===== config.mk =====
export PLATFORM = sky130hd
export DESIGN_NAME = phcr_round
export DESIGN_NICKNAME = d
export VERILOG_FILES = /design/src/rtl/phcr_pkg.sv /design/src/rtl/phcr_round.sv
export VERILOG_INCLUDE_DIRS = /design/src /design/src/rtl
export SDC_FILE = /design/constraint.sdc
export NUM_CORES = 2
export LEC_CHECK = 0
export ABC_AREA = 1
export BUFFER_PORTS_ARGS = -buffer_cell sky130_fd_sc_hd__buf_2
export CORE_MARGIN = 2
export CORE_UTILIZATION = 35
export DETAILED_ROUTE_END_ITERATION = 16
export HOLD_SLACK_MARGIN = 0.08
export PLACE_DENSITY = 0.61
export SLEW_MARGIN = 20
export SYNTH_ARGS = -nofsm -noshare
export SYNTH_HDL_FRONTEND = slang
export SYNTH_SLANG_ARGS = --single-unit

===== constraint.sdc =====
create_clock -name i_clk -period 7.5 [get_ports i_clk]
set_clock_uncertainty 0.1 [all_clocks]
set_input_delay 0.75 -clock i_clk [delete_from_list [all_inputs] [get_ports i_clk]]
set_output_delay 0.75 -clock i_clk [all_outputs]
set_load 0.005 [all_outputs]

===== src/rtl/assert_macros.svh =====
// Assertion macros shared by the hexagon hit-test RTL.
// Included by the modules that check their own logic; no other dependencies.
`ifndef ASSERT_MACROS_SVH
`define ASSERT_MACROS_SVH

// Check a property on every rising clock edge outside reset
`define PHCR_CHECK(lbl, clk, rst_n, prop, msg) \
    lbl: assert property (@(posedge clk) disable iff (!rst_n) (prop)) else $error(msg);

// Check that a condition is followed by a consequence in the next cycle
`define PHCR_CHECK_NEXT(lbl, clk, rst_n, ante, cons, msg) \
    lbl: assert property (@(posedge clk) disable iff (!rst_n) (ante) |=> (cons)) else $error(msg);

`endif


===== src/rtl/phcr_pkg.sv =====
// Package for the pixel-to-hex cube rounding block: widths, constants, register codes.
// No dependencies; imported by every other file of the block but assert_macros.svh.
`default_nettype none

package phcr_pkg;

    // Field widths
    localparam int PIXW      = 16;  // pixel coordinate
    localparam int OFSW      = 21;  // origin and offset registers
    localparam int SIZEW     = 12;  // hex radius register
    localparam int OUTW      = 19;  // cube coordinate
    localparam int XMW       = 22;  // magnitude of the shifted coordinate
    localparam int CFG_IDXW  = 3;
    localparam int CFG_DATAW = 21;

    // Fixed-point constants, 16 fraction bits
    localparam int CONST_BITS = 16;
    localparam logic [15:0] K_SQRT3_3    = 16'd37837;
    localparam logic [15:0] K_THIRD      = 16'd21845;
    localparam logic [15:0] K_TWO_THIRDS = 16'd43691;

    localparam int FRAC_BITS_DEF = 16;
    localparam logic [SIZEW-1:0] RADIUS_RST = SIZEW'(512);

    // Register indexes
    typedef enum logic [CFG_IDXW-1:0] {
        CFG_RADIUS       = 3'd0,
        CFG_MAP_ORIGIN_X = 3'd1,
        CFG_MAP_ORIGIN_Y = 3'd2,
        CFG_MAP_OFFSET_X = 3'd3,
        CFG_MAP_OFFSET_Y = 3'd4
    } t_cfg_idx;

endpackage

`default_nettype wire


===== src/rtl/phcr_round.sv =====
// Back end: signs the quotients, maps to axial coordinates, cube-rounds and saturates.
// Depends on phcr_pkg and assert_macros.svh.
`default_nettype none
`include "assert_macros.svh"

module phcr_round import phcr_pkg::*; #(
    parameter int FRAC_BITS = FRAC_BITS_DEF
) (
    input  wire logic                          i_clk,
    input  wire logic                          i_rst_n,
    input  wire logic                          i_valid,
    output logic                               o_ready,
    input  wire logic [XMW+FRAC_BITS+SIZEW:0]  i_lane_x,
    input  wire logic [XMW+FRAC_BITS+SIZEW:0]  i_lane_y,
    output logic                               o_valid,
    input  wire logic                          i_ready,
    output logic signed [OUTW-1:0]             o_cube_q,
    output logic signed [OUTW-1:0]             o_cube_r,
    output logic signed [OUTW-1:0]             o_cube_s
);
    localparam int MW  = XMW + FRAC_BITS;
    localparam int LNW = MW + SIZEW + 1;
    localparam int PW  = MW + 1;           // signed quotient
    localparam int LW  = (PW + 1) / 2;     // low part, unsigned
    localparam int HW  = PW - LW;          // high part, signed
    localparam int PLW = LW + 18;
    localparam int PHW = HW + 17;
    localparam int AW  = PW + 18;
    localparam int VW  = PW + 2;           // axial value, FRAC_BITS fraction bits
    localparam int RW  = VW + 2 - FRAC_BITS;
    localparam int EW  = FRAC_BITS + 1;
    localparam int NS  = 7;

    localparam logic signed [16:0] C_SQ = $signed({1'b0, K_SQRT3_3});
    localparam logic signed [16:0] C_TH = $signed({1'b0, K_THIRD});
    localparam logic signed [16:0] C_TT = $signed({1'b0, K_TWO_THIRDS});

    logic [NS-1:0] r_v;
    logic [NS:0]   w_rdy;
    logic [NS-1:0] w_en;

    // Ready chain: a stage takes a transaction when it is empty or drains
    always_comb begin
        w_rdy[NS] = i_ready;
        for (int k = 0; k < NS; k++) begin
            w_rdy[k] = !r_v[k] || w_rdy[k+1];
        end
    end
    assign w_en    = w_rdy[NS-1:0];
    assign o_ready = w_rdy[0];

    always_ff @(posedge i_clk) begin
        if (!i_rst_n) begin
            r_v <= '0;
        end else begin
            if (w_en[0]) begin
                r_v[0] <= i_valid;
            end
            for (int k = 1; k < NS; k++) begin
                if (w_en[k]) begin
                    r_v[k] <= r_v[k-1];
                end
            end
        end
    end

    // Round half away from zero
    function automatic logic signed [RW-1:0] f_round(input logic signed [VW-1:0] v);
        logic [VW-1:0]  mag;
        logic [VW:0]    sum;
        logic [RW-2:0]  t;
        mag = v[VW-1] ? VW'(-v) : VW'(v);
        sum = (VW+1)'(mag) + ((VW+1)'(1) << (FRAC_BITS - 1));
        t   = sum[VW:FRAC_BITS];
        return v[VW-1] ? -$signed({1'b0, t}) : $signed({1'b0, t});
    endfunction

    // Rounding error |rounded * 2^F - v|
    function automatic logic [EW-1:0] f_err(input logic signed [RW-1:0] rv,
                                            input logic signed [VW-1:0] v);
        logic signed [VW+1:0] d;
        logic [VW+1:0]        a;
        d = ((VW+2)'(rv) <<< FRAC_BITS) - (VW+2)'(v);
        a = d[VW+1] ? (VW+2)'(-d) : (VW+2)'(d);
        return a[EW-1:0];
    endfunction

    // Clamp to the output range
    function automatic logic signed [OUTW-1:0] f_sat(input logic signed [RW:0] v);
        logic signed [RW:0] hi, lo;
        hi = (RW+1)'((1 << (OUTW - 1)) - 1);
        lo = -((RW+1)'(1 << (OUTW - 1)));
        if (v > hi) begin
            return OUTW'(hi);
        end else if (v < lo) begin
            return OUTW'(lo);
        end
        return OUTW'(v);
    endfunction

    // Stage 1: apply the sign to the quotients
    logic signed [PW-1:0] r_px, r_py;
    always_ff @(posedge i_clk) begin
        if (w_en[0] && i_valid) begin
            r_px <= i_lane_x[LNW-1] ? -$signed({1'b0, i_lane_x[MW-1:0]})
                                    : $signed({1'b0, i_lane_x[MW-1:0]});
            r_py <= i_lane_y[LNW-1] ? -$signed({1'b0, i_lane_y[MW-1:0]})
                                    : $signed({1'b0, i_lane_y[MW-1:0]});
        end
    end

    // Stage 2: partial products on the low and high halves
    logic signed [PLW-1:0] r_qxl, r_qyl, r_ryl;
    logic signed [PHW-1:0] r_qxh, r_qyh, r_ryh;
    always_ff @(posedge i_clk) begin
        if (w_en[1] && r_v[0]) begin
            r_qxl <= C_SQ * $signed({1'b0, r_px[LW-1:0]});
            r_qyl <= C_TH * $signed({1'b0, r_py[LW-1:0]});
            r_ryl <= C_TT * $signed({1'b0, r_py[LW-1:0]});
            r_qxh <= C_SQ * $signed(r_px[PW-1:LW]);
            r_qyh <= C_TH * $signed(r_py[PW-1:LW]);
            r_ryh <= C_TT * $signed(r_py[PW-1:LW]);
        end
    end

    // Stage 3: combine partial products and floor by the constant scale
    logic signed [AW-1:0] w_aq, w_ar;
    logic signed [VW-1:0] r_qf3, r_rf3;
    assign w_aq = (AW'(r_qxh) <<< LW) + AW'(r_qxl) - (AW'(r_qyh) <<< LW) - AW'(r_qyl);
    assign w_ar = (AW'(r_ryh) <<< LW) + AW'(r_ryl);
    always_ff @(posedge i_clk) begin
        if (w_en[2] && r_v[1]) begin
            r_qf3 <= VW'(w_aq >>> CONST_BITS);
            r_rf3 <= VW'(w_ar >>> CONST_BITS);
        end
    end

    // Stage 4: third cube component
    logic signed [VW-1:0] r_qf, r_rf, r_sf;
    always_ff @(posedge i_clk) begin
        if (w_en[3] && r_v[2]) begin
            r_qf <= r_qf3;
            r_rf <= r_rf3;
            r_sf <= -r_qf3 - r_rf3;
        end
    end

    // Stage 5: round each component
    logic signed [VW-1:0] r_qf5, r_rf5, r_sf5;
    logic signed [RW-1:0] r_qr5, r_rr5, r_sr5;
    always_ff @(posedge i_clk) begin
        if (w_en[4] && r_v[3]) begin
            r_qf5 <= r_qf;
            r_rf5 <= r_rf;
            r_sf5 <= r_sf;
            r_qr5 <= f_round(r_qf);
            r_rr5 <= f_round(r_rf);
            r_sr5 <= f_round(r_sf);
        end
    end

    // Stage 6: rounding errors
    logic signed [RW-1:0] r_qr, r_rr, r_sr;
    logic [EW-1:0]        r_qd, r_rd, r_sd;
    always_ff @(posedge i_clk) begin
        if (w_en[5] && r_v[4]) begin
            r_qr <= r_qr5;
            r_rr <= r_rr5;
            r_sr <= r_sr5;
            r_qd <= f_err(r_qr5, r_qf5);
            r_rd <= f_err(r_rr5, r_rf5);
            r_sd <= f_err(r_sr5, r_sf5);
        end
    end

    // Stage 7: rebuild the worst component, then saturate
    logic signed [RW:0] w_q, w_r, w_s;
    logic signed [RW+2:0] w_sum;
    always_comb begin
        w_q = (RW+1)'(r_qr);
        w_r = (RW+1)'(r_rr);
        w_s = (RW+1)'(r_sr);
        priority if (r_qd > r_rd && r_qd > r_sd) begin
            w_q = -(RW+1)'(r_rr) - (RW+1)'(r_sr);
        end else if (r_rd > r_sd) begin
            w_r = -(RW+1)'(r_qr) - (RW+1)'(r_sr);
        end else begin
            w_s = -(RW+1)'(r_qr) - (RW+1)'(r_rr);
        end
    end
    assign w_sum = (RW+3)'(w_q) + (RW+3)'(w_r) + (RW+3)'(w_s);

    logic signed [OUTW-1:0] r_oq, r_or, r_os;
    always_ff @(posedge i_clk) begin
        if (w_en[6] && r_v[5]) begin
            r_oq <= f_sat(w_q);
            r_or <= f_sat(w_r);
            r_os <= f_sat(w_s);
        end
    end

    assign o_valid  = r_v[NS-1];
    assign o_cube_q = r_oq;
    assign o_cube_r = r_or;
    assign o_cube_s = r_os;

    `PHCR_CHECK(a_cube_sum_zero, i_clk, i_rst_n, !r_v[5] || w_sum == '0, "rebuilt cube does not sum to zero")

endmodule

`default_nettype wire


==> impl_metrics.yaml <==
status:
  outcome: "complete, no violations"
synthesis:
  synth_top_area_share_pct: 30.2
  ys_top_cells_by_area: "edfxtp_1, ha_1, fa_1"
  synth_xor_area_share_pct: 5.99
  async_flop_share_pct: 0
  synth_fp_nets: 11698
  ys_seq_area_share_pct: 30.4
  synth_compound_area_share_pct: 8.02
  avgSynthCellArea_um2: 8.75
  synth_largest_area_cell: "edfxtp_1"
  synth_edf_count: 873
  synth.distinct_cells: 69
  synth_top_family_by_area: "adder cells"
  muxShareOfSynthArea_pct: 0.0245
  synth_fa_ha_area_share_pct: 29.1
  synthCells: 9912
  yosys.area_share.simple_pct: 16.9
  yosys_warnings: 0
  synth_flop_cell: "edfxtp_1"
  synth_area_um2: 86700
  ys_ff_latch: 880
cells_and_area:
  drive_gt1_share_pct: 6.01
  utilization_pct: 38.6
  fin_nets: 11900
  final_cell_area_um2: 95000
  syn_to_final_growth_pct: 9.62
  num-fill-cells: 24954
floorplan:
  core-area_um2: 246000
  initial_core_util_pct: 35.2
  fp.dieH_um: 502
  rows: 182
  die_w_um: 502
  io_pins: 165
  die_area_um2: 252000
grt:
  first_global_vias: 63195
  grt_max_degree: 171
  overflow: 0
  grt_use_total_pct: 18.4
  antenna_found_initial: 5
  grt_pass1_wl_um: 360000
placement:
  hpwl_um: 198000
  placed_area_um2: 91500
  place_congestion: 0.949
  portBuffers: 140
clock_tree:
  hold_buffers: 1
  cts_made_buffers: 101
  htreeDepth: 3
  cts_setup_buffers: 0
  path_clk_slew_ps: 60
  tritoncts: "yes"
  cts-resized-gates: 0
  clock_latency_ps: 760
  cts_buffer_depth: 3
  cts.sinks: 880
  cts-root-buf: "clkbuf_16"
critical_path:
  end_kind: "register"
  arrival_ps: 6590
  critical_path_class: "register to register"
  worst_path_largest_cell_delay_ps: 560
  worstPathRequired_ps: 7860
  path_cells: "ha_1 -> inv_1 -> fa_1 -> inv_1 -> ha_1 -> fa_1 -> inv_1 -> fa_1 -> fa_1 -> inv_1 -> ha_1 -> a21oi_1 -> inv_1 -> a31oi_1 -> o21ai_0 -> a21boi_0 -> o21ai_0 -> a21boi_0 -> nor2_1 -> nand2_1 -> nand2_1 -> nand2_1 -> nand2_1 -> xor2_1"
  crit_fanout: 5
  crit_top_cell: "inv_1"
  slowest_stage: "fa_1"
  startpoint_type: "register"
timing:
  slew_headroom_pct: 32.6
  rsz0062_at_grt: "false"
  final.setup.tns_ps: 0
  setup_viol: 0
  max_freq_mhz: 160
  period_minus_slack_ps: 6230
  finalCritPeriodShare_pct: 83.1
  tightestPinTransition_ps: 1010
  hold_slack_ps: 203
  finalHoldViolCount: 0
  slew_viol_final: 0
route:
  drcViolationCount: 0
  first_pass_iters: 6
  wire_per_inst_um: 17.1
  ant_nets: 0
  viasPerCell: 4.75
  first_iter_violations: 4379
  via_count: 64228
  drt-total-wl_um: 231000
job:
  cap_violations: 0
worst_hold_path:
  min_path_type: "input pin to register"
[kinds of logic after synthesis]
kind of cell / Yosys count
compound gates: 1245
mux: 2
fa+ha+maj: 1680
flops: 880
simple gates: 3317
xor+xnor: 591
buf+inv: 2197
[cell type report]
type                            count  area [µm²]  share of cell area [%]
Antenna cell                        3        7.51                 0.00790
Tap cell                         3312        4140                    4.36
Timing Repair Buffer              166         918                   0.966
Clock inverter                     71         875                   0.920
Multi-Input combinational cell   6835       52100                    54.8
Inverter                         2130        8010                    8.43
Sequential cell                   880       26400                    27.7
Clock buffer                      118        2660                    2.79
[cell usage after synthesis, types with 128 or more instances]
master,number
inv_1,2104
nand2_1,1679
ha_1,1120
edfxtp_1,873
nor2_1,732
fa_1,560
a21oi_1,543
xor2_1,396
o21ai_0,368
nand3_1,363
xnor2_1,193
nand4_1,128
[path summary, 6_finish.rpt]
path                     start        end  slack [ps]  depth (start not counted)
setup / recovery      r_px[26]  r_qxh[30]        1270                         24
setup reg to reg      r_px[26]  r_qxh[30]        1270                         24
hold / removal    i_lane_y[19]   r_py[19]         200                          2
hold reg to reg      r_ryl[16]   r_rf3[0]         330                          0
[metal layers]
layer	share of wire, %	global-route usage, %	vias up
met5	0	0	-
met4	3.6	6.35	0
met3	4.3	1.90	327
met2	47	30.8	1399
met1	46	24.6	29916
li1	-	-	32586
[cells in the final DEF (no fill, tap or decap), types with 16 or more instances in the layout]
cell type	netlist	routed
inv_1	2104	2100
nand2_1	1679	1679
ha_1	1120	1120
edfxtp_1	873	873
nor2_1	732	729
fa_1	560	560
a21oi_1	543	543
xor2_1	396	395
o21ai_0	368	368
nand3_1	363	363
xnor2_1	193	193
buf_2	27	140
nand4_1	128	128
clkbuf_16	0	104
nor3_1	100	100
nand2_2	90	90
a31oi_1	72	72
nor2_2	52	52
o21a_1	42	42
nor2_4	39	42
o21bai_1	36	36
o21ai_1	36	36
nand3b_1	26	26
a21o_1	25	25
nor4_1	25	25
o31ai_1	24	24
inv_2	24	24
buf_4	5	23
a21boi_0	22	22
o211ai_1	20	20
bufinv_16	0	17
nand3_2	16	16
[worst max-delay path, delay by kind of cell (launching register included)]
| kind | cells | cell delay (ps) |
|---|---|---|
| DFF | 1 | 540 |
| xor gates and xnor gates | 1 | 140 |
| buffers and inverters | 5 | 280 |
| and+or+nand+nor | 5 | 340 |
| adders and majority gates | 7 | 3020 |
| AOI/OAI and AO/OA | 6 | 1520 |
[metrics by stage]
| step | std cells | worst slack (ps) |
|---|---|---|
| finish | 13515 | 1270 |
| global route | 13513 | 791 |
| CTS | 13511 | 1250 |
| detailed placement | 13321 | 1260 |
| global placement | 13321 | 1290 |
| floorplan | 9912 | 524 |
[flip-flops by register name, summed over array words and instances (netlist names), 20 cells and up]
| register | flops |
|---|---|
| r_qf3 | 41 |
| r_qf5 | 41 |
| r_qf | 41 |
| r_rf3 | 41 |
| r_rf5 | 41 |
| r_rf | 41 |
| r_sf5 | 41 |
| r_sf | 41 |
| r_px | 39 |
| r_py | 39 |
| r_qxh | 36 |
| r_qxl | 36 |
| r_qyh | 35 |
| r_qyl | 35 |
| r_ryh | 35 |
| r_qr5 | 27 |
| r_qr | 27 |
| r_rr5 | 27 |
| r_rr | 27 |
| r_sr5 | 27 |
| r_sr | 27 |
| r_ryl | 20 |
Power is left out: the tool's default activity adds up to more than one toggle a clock period on the data nets, which glitch-free logic cannot reach.
