File: src/rtl/assert_macros.svh
// Assertion macros shared by the hexagon hit-test RTL.
// Included by the modules that check their own logic; no other dependencies.
`ifndef ASSERT_MACROS_SVH
`define ASSERT_MACROS_SVH

// Check a property on every rising clock edge outside reset
`define PHCR_CHECK(lbl, clk, rst_n, prop, msg) \
    lbl: assert property (@(posedge clk) disable iff (!rst_n) (prop)) else $error(msg);

// Check that a condition is followed by a consequence in the next cycle
`define PHCR_CHECK_NEXT(lbl, clk, rst_n, ante, cons, msg) \
    lbl: assert property (@(posedge clk) disable iff (!rst_n) (ante) |=> (cons)) else $error(msg);

`endif

File: src/rtl/phcr_pkg.sv
// Package for the pixel-to-hex cube rounding block: widths, constants, register codes.
// No dependencies; imported by every other file of the block but assert_macros.svh.
`default_nettype none

package phcr_pkg;

    // Field widths
    localparam int PIXW      = 16;  // pixel coordinate
    localparam int OFSW      = 21;  // origin and offset registers
    localparam int SIZEW     = 12;  // hex radius register
    localparam int OUTW      = 19;  // cube coordinate
    localparam int XMW       = 22;  // magnitude of the shifted coordinate
    localparam int CFG_IDXW  = 3;
    localparam int CFG_DATAW = 21;

    // Fixed-point constants, 16 fraction bits
    localparam int CONST_BITS = 16;
    localparam logic [15:0] K_SQRT3_3    = 16'd37837;
    localparam logic [15:0] K_THIRD      = 16'd21845;
    localparam logic [15:0] K_TWO_THIRDS = 16'd43691;

    localparam int FRAC_BITS_DEF = 16;
    localparam logic [SIZEW-1:0] RADIUS_RST = SIZEW'(512);

    // Register indexes
    typedef enum logic [CFG_IDXW-1:0] {
        CFG_RADIUS       = 3'd0,
        CFG_MAP_ORIGIN_X = 3'd1,
        CFG_MAP_ORIGIN_Y = 3'd2,
        CFG_MAP_OFFSET_X = 3'd3,
        CFG_MAP_OFFSET_Y = 3'd4
    } t_cfg_idx;

endpackage

`default_nettype wire

File: src/rtl/phcr_div_cell.sv
// One cell of the divider chain: one restoring quotient bit for the x and y lanes.
// Depends on phcr_pkg and assert_macros.svh.
`default_nettype none
`include "assert_macros.svh"

module phcr_div_cell import phcr_pkg::*; #(
    parameter int MW = XMW + FRAC_BITS_DEF
) (
    input  wire logic                  i_clk,
    input  wire logic                  i_rst_n,
    input  wire logic                  i_valid,
    output logic                       o_ready,
    input  wire logic [MW+SIZEW:0]     i_lane_x,
    input  wire logic [MW+SIZEW:0]     i_lane_y,
    input  wire logic [SIZEW-1:0]      i_div,
    output logic                       o_valid,
    input  wire logic                  i_ready,
    output logic [MW+SIZEW:0]          o_lane_x,
    output logic [MW+SIZEW:0]          o_lane_y,
    output logic [SIZEW-1:0]           o_div
);
    // Lane layout: {negative, remainder, dividend/quotient shift word}
    localparam int LNW = MW + SIZEW + 1;

    logic                r_v;
    logic [LNW-1:0]      r_x, r_y;
    logic [SIZEW-1:0]    r_d;
    logic [LNW-1:0]      n_x, n_y;

    // Shift in the next dividend bit, subtract when the divisor fits
    function automatic logic [LNW-1:0] f_step(input logic [LNW-1:0] lane,
                                              input logic [SIZEW-1:0] d);
        logic [SIZEW:0]   trial;
        logic             ge;
        logic [SIZEW-1:0] rem;
        logic [MW-1:0]    mq;
        trial = {lane[MW+SIZEW-1:MW], lane[MW-1]};
        ge    = (trial >= {1'b0, d});
        rem   = ge ? SIZEW'(trial - {1'b0, d}) : trial[SIZEW-1:0];
        mq    = {lane[MW-2:0], ge};
        return {lane[LNW-1], rem, mq};
    endfunction

    assign n_x     = f_step(i_lane_x, i_div);
    assign n_y     = f_step(i_lane_y, i_div);
    assign o_ready = !r_v || i_ready;

    // Hold the valid flag
    always_ff @(posedge i_clk) begin
        if (!i_rst_n) begin
            r_v <= 1'b0;
        end else if (o_ready) begin
            r_v <= i_valid;
        end
    end

    // Advance the payload
    always_ff @(posedge i_clk) begin
        if (o_ready && i_valid) begin
            r_x <= n_x;
            r_y <= n_y;
            r_d <= i_div;
        end
    end

    assign o_valid  = r_v;
    assign o_lane_x = r_x;
    assign o_lane_y = r_y;
    assign o_div    = r_d;

    `PHCR_CHECK(a_rem_below_div, i_clk, i_rst_n, !r_v || (r_x[MW+SIZEW-1:MW] < r_d && r_y[MW+SIZEW-1:MW] < r_d), "remainder not below divisor")
    `PHCR_CHECK_NEXT(a_stall_holds, i_clk, i_rst_n, r_v && !i_ready, r_v, "stalled cell lost its transaction")

endmodule

`default_nettype wire

File: config.mk
export PLATFORM = sky130hd
export DESIGN_NAME = phcr_div_cell
export DESIGN_NICKNAME = d
export VERILOG_FILES = /design/src/rtl/phcr_pkg.sv /design/src/rtl/phcr_div_cell.sv
export VERILOG_INCLUDE_DIRS = /design/src /design/src/rtl
export SDC_FILE = /design/constraint.sdc
export NUM_CORES = 1
export LEC_CHECK = 0
export BUFFER_PORTS_ARGS = -buffer_cell sky130_fd_sc_hd__buf_2
export CAP_MARGIN = 40
export CORE_AREA = 2 2 106 108
export DETAILED_ROUTE_END_ITERATION = 8
export DIE_AREA = 0 0 108 110
export PLACE_DENSITY_LB_ADDON = 0.15
export SYNTH_ARGS = -nofsm -noshare
export SYNTH_HDL_FRONTEND = slang
export SYNTH_SLANG_ARGS = --single-unit
File: constraint.sdc
create_clock -name i_clk -period 4.21 [get_ports i_clk]
set_input_delay 0.421 -clock i_clk [delete_from_list [all_inputs] [get_ports i_clk]]
set_output_delay 0.421 -clock i_clk [all_outputs]
set_load 0.01 [all_outputs]
==> flow_summary.yaml, run 1 <==
run_status:
  status: "finished clean"
cells_and_area:
  fin_util_pct: 64.6
  nets: 695
  stdcell_area_mm2: 0.00691
  drive_gt1_share_pct: 54.6
  area_delta_synth_final_pct: 38.7
routing:
  drtIter0Drc: 152
  ant_nets: 0
  viasPerCell: 4.84
  dr_total_vias: 3413
  wl_um: 12200
  firstDrtPassIters: 5
  wire_per_inst_um: 17.3
  route.detailed.drc: 0
floorplanning:
  rows: 38
  dieHeight_um: 110
  dieArea_mm2: 0.0119
  ios: 234
  die_w_um: 108
  start_util_pct: 46.6
  coreArea_mm2: 0.0107
place:
  place_congestion: 0.794
  place_area_mm2: 0.00636
  portBuffers: 233
  hpwl_um: 9480
logic_synthesis:
  ys_ff_latch: 115
  synth_seq_area_share_pct: 69.1
  synth_area_leaders: "edfxtp_1 69%, ha_1 6.0%, mux2_4 4.2%, xnor2_1 2.5%, inv_1 1.5%"
  yosysMostFrequentCell: "edfxtp_1"
  synth_top_area_share_pct: 68.7
  synth_cell_types: 34
  async_flop_share_pct: 0
  synth_edf_count: 114
  syn-num-nets: 440
  synth_top_area_cell: "edfxtp_1"
  synth.top_cells.by_count: "114 x edfxtp_1, 24 x ha_1, 20 x inv_1"
  avgSynthCellArea_um2: 16.8
  synth_ff_type: "edfxtp_1"
  netlist_area_mm2: 0.00498
  ys_warn_count: 0
  synth_cells: 296
setup_path:
  arrival_ns: 2.87
  crit_path_max_fanout: 8
  cp_data_required_time_ns: 4.47
  end_kind: "register"
  start_kind: "input port"
  crit_type: "in2reg"
global_route:
  grt_pass1_wl_um: 17700
  antenna_found_initial: 1
  grt_use_total_pct: 20.8
  grt_pass1_vias: 3354
  grt-ovfl-total: 0
  grt_max_degree: 55
cts:
  cts_sinks: 115
  ctsResizeCount: 0
  htreeDepth: 4
  clock_path_buffers: 2
  hold_buffers: 0
  numCtsBuffers: 17
  clk_latency_ns: 0.52
  cts_setup_buffers: 0
  cts_tree: "yes"
  cts_root_buf: "clkbuf_8"
  path_clk_slew_ns: 0.06
power:
  powerDensity_mw_per_mm2: 460
  total_power_uw: 3180
  p_leak_uw: 0.00303
  ir_worst_vdd_mv: 0.240
timing:
  period_needed_ns: 2.61
  finalSetupViolations: 0
  tightest_slew_ns: 0.688
  timing.hold.ws_ns: 0.0747
  slew_headroom_pct: 54.2
  rsz0062_at_grt: "false"
  setup_tns_ns: 0
  fin_skew_ns: 0.00908
  timing.final.hold_violations: 0
  finalCritPeriodShare_pct: 62.0
  fmax_mhz: 383
  slew_violations: 0
min_path:
  hold_class: "in2reg"
job:
  maxCapViolCount: 0
## layer usage
metal | up-vias | part of all wire [%] | wire length [um] | track usage, %
met5 | - | 0 | 0 | 0
met4 | 0 | 2.3 | 277 | 9.25
met3 | 26 | 8.6 | 1050 | 8.05
met2 | 153 | 51 | 6180 | 35.5
met1 | 1587 | 38 | 4680 | 23.1
li1 | 1647 | - | - | -
## worst max-delay path: stages
cell and delay [ns]:
buf_2 0.14, inv_1 0.08, ha_1 0.32, a21oi_2 0.15, o211ai_2 0.16, o21ai_2 0.18
a21oi_2 0.09, a2111oi_4 0.68, buf_4 0.31, mux2_2 0.35
## area by class of cell
cell class,count,area [um^2]
multi-input cells,159,1450
clock inverters,15,133
flip-flops and latches,115,3440
well taps,140,175
inverters,20,75.1
diodes,1,2.50
repair buffers,238,1220
fillers,808,3790
clock buffers,17,414
## power breakdown
group | internal, uW | switching, uW
Clock | 782 | 521
Sequential | 1370 | 18.5
Combinational | 235 | 255
## placed cells by master (no fill, tap or decap), types with 4 or more instances in the layout
cell	synthesis	layout
a21o_1	5	5
a21oi_1	10	10
a21oi_2	8	8
buf_2	0	233
buf_4	0	4
clkbuf_16	0	16
clkinvlp_4	0	5
edfxtp_1	114	114
ha_1	24	24
inv_1	20	20
mux2_2	6	6
mux2_4	14	14
mux2i_1	4	4
nand2_1	8	8
nand3_1	6	6
nor2_1	18	18
nor2b_1	4	4
o21a_1	4	4
o21ai_0	4	4
xnor2_1	14	14
xor2_1	4	4
## path summary, 6_finish.rpt
kind / cells after the start / slack [ns] / endpoint / startpoint
worst max-delay path: 10 / 1.60 / o_lane_y[40] / i_div[1]
worst min-delay path: 1 / 0.07 / o_lane_x[6] / i_lane_x[5]
worst max register to register: 4 / 2.37 / o_lane_y[27] / o_valid
worst min register to register: 2 / 0.53 / o_valid / o_valid
## logic make-up after synthesis
logic type | count (synthesis) | synth area share [%]
flip-flops | 115 | 69.1
AO/OA/AOI/OAI | 49 | 8.66
AND/OR/NAND/NOR | 42 | 3.92
adder cells (fa/ha/maj) | 26 | 6.83
multiplexers | 24 | 6.38
buffers and inverters | 22 | 1.96
XOR/XNOR | 18 | 3.16
## state kept, by name (all words and copies together), names as in the netlist
register and cells:
o_valid 1, o_div 12, o_lane_y 51, o_lane_x 51
## stage by stage
| stage | std cells | setup slack (ns) |
|---|---|---|
| finish | 705 | 1.60 |
| global route | 705 | 1.50 |
| CTS | 704 | 1.63 |
| detailed placement | 672 | 1.09 |
| global placement | 671 | 1.16 |
| floorplan | 296 | 0.463 |
(Power assumes the default switching activity.)
==> inputs of run 2 (changes only) <==
CORE_AREA = 2 2 112 114   (was 2 2 106 108)
DIE_AREA = 0 0 114 116   (was 0 0 108 110)
clock period = 2.1 ns   (was 4.21 ns; I/O delays follow)
==> run 2 against run 1 <==
Compared with the run above:
- setup slack lost 1.4 ns
- worst hold slack lost 0.037 ns
- highest routed layer is now met5
- clock power grew 130%
- wire length grew 17%
- clock-buffer cell count grew 1
- sequential power grew 100%
- power grew 120%
- global-route usage grew 0.78 points
- non-clock buffer count grew 124
- register-to-register slack lost 1.7 ns
- flip-flop and latch count is the same
==> flow_summary.yaml, run 2 (same netlist as run 1, synthesis figures left out) <==
setup_path:
  arrival_ns: 2.04
  ff2ff_setup_slack_ns: 0.66
  critical_path.top_delay_family: "compound AO/OA/AOI/OAI gates"
  cp_data_required_time_ns: 2.26
  path_cells: "buf_2 -> inv_1 -> ha_1 -> buf_4 -> o21a_1 -> o31a_1 -> nor2_1 -> nand2_1 -> a221oi_2 -> xnor2_1 -> mux2_4"
  crit_slowest_cell: "ha_1"
  critPathBufInv: 3
  start_kind: "input port"
  crit_path_max_fanout: 4
  max_stage_delay_ns: 0.30
  end_kind: "register"
  crit_type: "in2reg"
cells_and_area:
  regArea_mm2: 0.00344
  drive_gt1_share_pct: 51.6
  layout.cells.most_common_list: "233 x buf_2, 114 x edfxtp_1, 85 x dlygate4sd3_1"
  nets: 819
  fillers: 846
  area_delta_synth_final_pct: 64.9
  multiInputGateArea_mm2: 0.00153
  antenna_cells: 0
  final_common_cell: "buf_2"
  fin_util_pct: 69.0
routing:
  wire_per_inst_um: 17.1
  dr_total_vias: 3914
  firstDrtPassIters: 4
  wl_um: 14300
  viasPerCell: 4.69
  ant_nets: 0
  route.detailed.drc: 0
  drtIter0Drc: 231
timing:
  slew_headroom_pct: 77.5
  timing.final.hold_violations: 0
  fin_skew_ns: 0.00667
  period_needed_ns: 1.88
  fmax_mhz: 531
  worst_slack_ns: 0.216
  slew_violations: 0
  finalSetupViolations: 0
  rsz0062_at_grt: "false"
  finalCritPeriodShare_pct: 89.7
  tightest_slew_ns: 0.337
cts:
  ctsResizeCount: 0
  htreeDepth: 4
  cts_sinks: 115
  clk_latency_ns: 0.41
  cts_root_buf: "clkbuf_16"
  numCtsBuffers: 17
  path_clk_slew_ns: 0.06
  cts_tree: "yes"
  clock_path_buffers: 2
global_route:
  grt_pass1_wl_um: 21200
  antenna_found_initial: 1
  grt_pass1_vias: 4156
  grt_max_degree: 41
  grt-ovfl-total: 0
  grt_use_total_pct: 21.5
place:
  portBuffers: 233
  hpwl_um: 9530
  pre_cts_ws_ns: -0.251
  place_congestion: 0.813
floorplanning:
  dieArea_mm2: 0.0132
  start_util_pct: 41.8
  rows: 40
  ios: 234
  coreArea_mm2: 0.0119
  dieHeight_um: 116
  die_w_um: 114
power:
  powerDensity_mw_per_mm2: 855
  total_power_uw: 7030
  p_leak_uw: 0.00361
  ir_worst_vdd_mv: 0.369
min_path:
  hold_class: "in2reg"
job:
  maxCapViolCount: 0
run_status:
  status: "finished clean"
==> run 2: worst paths after layout <==
check / from / end / cells after the start
setup / recovery: i_div[3] / o_lane_y[48] / 11
setup reg to reg: o_valid / o_lane_y[28] / 3
hold reg to reg: o_valid / o_valid / 2
hold / removal: i_div[0] / o_div[0] / 1
==> run 2: what timing repair did <==
action	4_1_cts	5_1_grt
endpoints found under the hold margin	85	0
setup endpoints to repair	0	0
setup buffers	0	0
hold buffers	85	0
==> run 2: routing by layer <==
layer	vias to the layer above	track usage, %	part of all wire (%)	wire length, um
met1	1843	23.2	39	5570
met4	2	9.76	2.6	367
met3	27	5.96	6.0	866
li1	1891	-	-	-
met2	151	39.4	52	7500
met5	-	0	0.091	13
==> run 2: metrics by stage <==
| stage | TNS [ns] | hold WS (ns) | std cells | area, um^2 |
|---|---|---|---|---|
| 6_report | 0 | 0.0381 | 835 | 8220 |
| 5_1_grt | 0 | 0.0356 | 835 | 8220 |
| 4_1_cts | 0 | 0.0181 | 835 | 8220 |
| 3_5_place_dp | -3.11 | 0.388 | 718 | 6750 |
| 3_3_place_gp | -2.38 | 0.387 | 718 | 6750 |
| 2_1_floorplan | -0.320 | 0.309 | 296 | 5070 |
==> run 2: area by class of cell <==
| class | instances | area share (%) |
|---|---|---|
| tap | 147 | 2.24 |
| clock buffer | 18 | 5.22 |
| clock inverter | 14 | 2.27 |
| timing repair buffer | 362 | 28.9 |
| inverter | 20 | 0.914 |
| multi-input combinational | 159 | 18.6 |
| sequential | 115 | 41.9 |
==> run 2: where the power goes <==
group	internal, uW	switching (uW)
registers	2740	45.0
logic	669	572
clock network	1980	1020
total	5390	1640
==> inputs of run 3 (changes only) <==
GPL_TIMING_DRIVEN = 0   (was unset)
HOLD_SLACK_MARGIN = 0.02   (was unset)
==> run 3 against run 2 <==
Compared with the run above:
- cell count decreased by 4.2%
- fmax is 5.1% lower
- sequential power is essentially flat
- clock power decreased by 5%
==> flow_summary.yaml, run 3 (same netlist as run 1, synthesis figures left out) <==
cts:
  cts_tree: "yes"
  path_clk_slew_ns: 0.06
  cts_root_buf: "clkbuf_16"
  htreeDepth: 4
  cts_sinks: 115
  clk_latency_ns: 0.40
  clock_path_buffers: 2
  numCtsBuffers: 17
global_route:
  antenna_found_initial: 0
  grt_use_total_pct: 20.3
  grt_pass1_vias: 3818
  grt_pass1_wl_um: 19900
  grt-ovfl-total: 0
  grt_max_degree: 73
floorplanning:
  ios: 234
  dieHeight_um: 116
  rows: 40
  start_util_pct: 41.8
  die_w_um: 114
  dieArea_mm2: 0.0132
  coreArea_mm2: 0.0119
timing:
  fin_skew_ns: 0.00721
  tightest_slew_ns: 0.607
  fmax_mhz: 504
  slew_headroom_pct: 59.6
  rsz0062_at_grt: "false"
  finalCritPeriodShare_pct: 94.6
  finalSetupViolations: 0
  timing.final.hold_violations: 0
  timing.hold.ws_ns: 0.0526
  period_needed_ns: 1.99
  slew_violations: 0
setup_path:
  path_cells: "buf_2 -> inv_1 -> ha_4 -> a21oi_2 -> o211ai_2 -> o21ai_2 -> a21oi_2 -> a2111oi_4 -> buf_6 -> mux2_4"
  critPathBufInv: 3
  end_kind: "register"
  crit_slowest_cell: "a2111oi_4"
  cp_common_cell: "a21oi_2"
  max_stage_delay_ns: 0.35
  cp_data_required_time_ns: 2.26
  start_kind: "input port"
  crit_type: "in2reg"
  critical_path.top_delay_family: "compound AO/OA/AOI/OAI gates"
  path_depth: 10
  arrival_ns: 2.14
  ff2ff_path_depth: 3
  crit_path_max_fanout: 10
routing:
  viasPerCell: 4.76
  dr_total_vias: 3809
  wire_per_inst_um: 16.7
  firstDrtPassIters: 4
  wl_um: 13400
  drtIter0Drc: 280
  ant_nets: 0
  route.detailed.drc: 0
place:
  portBuffers: 233
  place_area_mm2: 0.00645
  place_congestion: 0.791
  hpwl_um: 8870
job:
  maxCapViolCount: 0
power:
  p_leak_uw: 0.00342
  ir_worst_vdd_mv: 0.407
  powerDensity_mw_per_mm2: 855
cells_and_area:
  final_common_cell: "buf_2"
  drive_gt1_share_pct: 48.3
  layout.cells.most_common_list: "233 x buf_2, 114 x edfxtp_1, 87 x dlygate4sd3_1"
  nets: 783
  stdcell_area_mm2: 0.00792
  area_delta_synth_final_pct: 58.9
min_path:
  min_path_cells: 2
  hold_class: "in2reg"
run_status:
  status: "finished clean"
run 3: cell count changes in the layout (fill, tap and decap cells not counted), sizes merged:
| cell | change |
|---|---|
| clkinv | -1 |
| clkbuf | +4 |
| clkinvlp | -1 |
| buf | -38 |
| dlygate4sd3 | +2 |
| inv | -1 |
| diode | +1 |
| bufinv | -1 |
run 3: path summary, 6_finish.rpt:
path / from / end / slack (ns)
hold / removal: i_rst_n / o_valid / 0.05
hold reg to reg: o_valid / o_valid / 0.53
setup / recovery: i_div[1] / o_lane_x[47] / 0.11
setup reg to reg: o_valid / o_lane_y[48] / 0.37
run 3: cell type report:
cell class	count	area, um^2
Antenna cell	1	2.50
Inverter	20	75.1
Fill cell	846	3990
Sequential cell	115	3440
Clock inverter	10	134
Timing Repair Buffer	324	2090
Multi-Input combinational cell	159	1530
Clock buffer	22	444
Tap cell	147	184
Buffer	2	22.5
run 3: repair_timing:
item,4_1_cts,5_1_grt
resized for setup,0,0
pin swaps,2,2
hold buffers,87,0
hold endpoints to repair,87,0
setup endpoints to repair,7,19
buffers inserted,3,0
gates cloned,0,0
run 3: report_power, final:
part           leakage [uW]  switching [uW]  internal (uW)
Sequential          0.00111            39.4           2740
Combinational       0.00203             544            603
Clock              0.000279             986           1860
run 3: metrics by stage:
step / worst slack, ns / std cells / util [%] / setup TNS, ns / total power, uW
floorplan: -0.0457 / 296 / - / -0.320 / 3450
global placement: -0.459 / 676 / 53.9 / -8.62 / 3800
detailed placement: -0.468 / 677 / 54.1 / -8.76 / 3830
CTS: 0.0258 / 799 / 66.5 / 0 / 6820
global route: 0.00985 / 799 / 66.5 / 0 / 7050
finish: 0.114 / 800 / 66.5 / 0 / 6770
run 3: metal layers:
metal,wire (um),track usage [%]
met1,5200,22.0
met2,7040,36.8
met3,866,6.49
met4,289,8.62
met5,0,0
run 3: worst register-to-register path, delay by kind of cell, from the launching register on:
kind	cells	cell delay [ns]
simple gates	2	0.66
buf+inv	1	0.38
flops	1	0.30
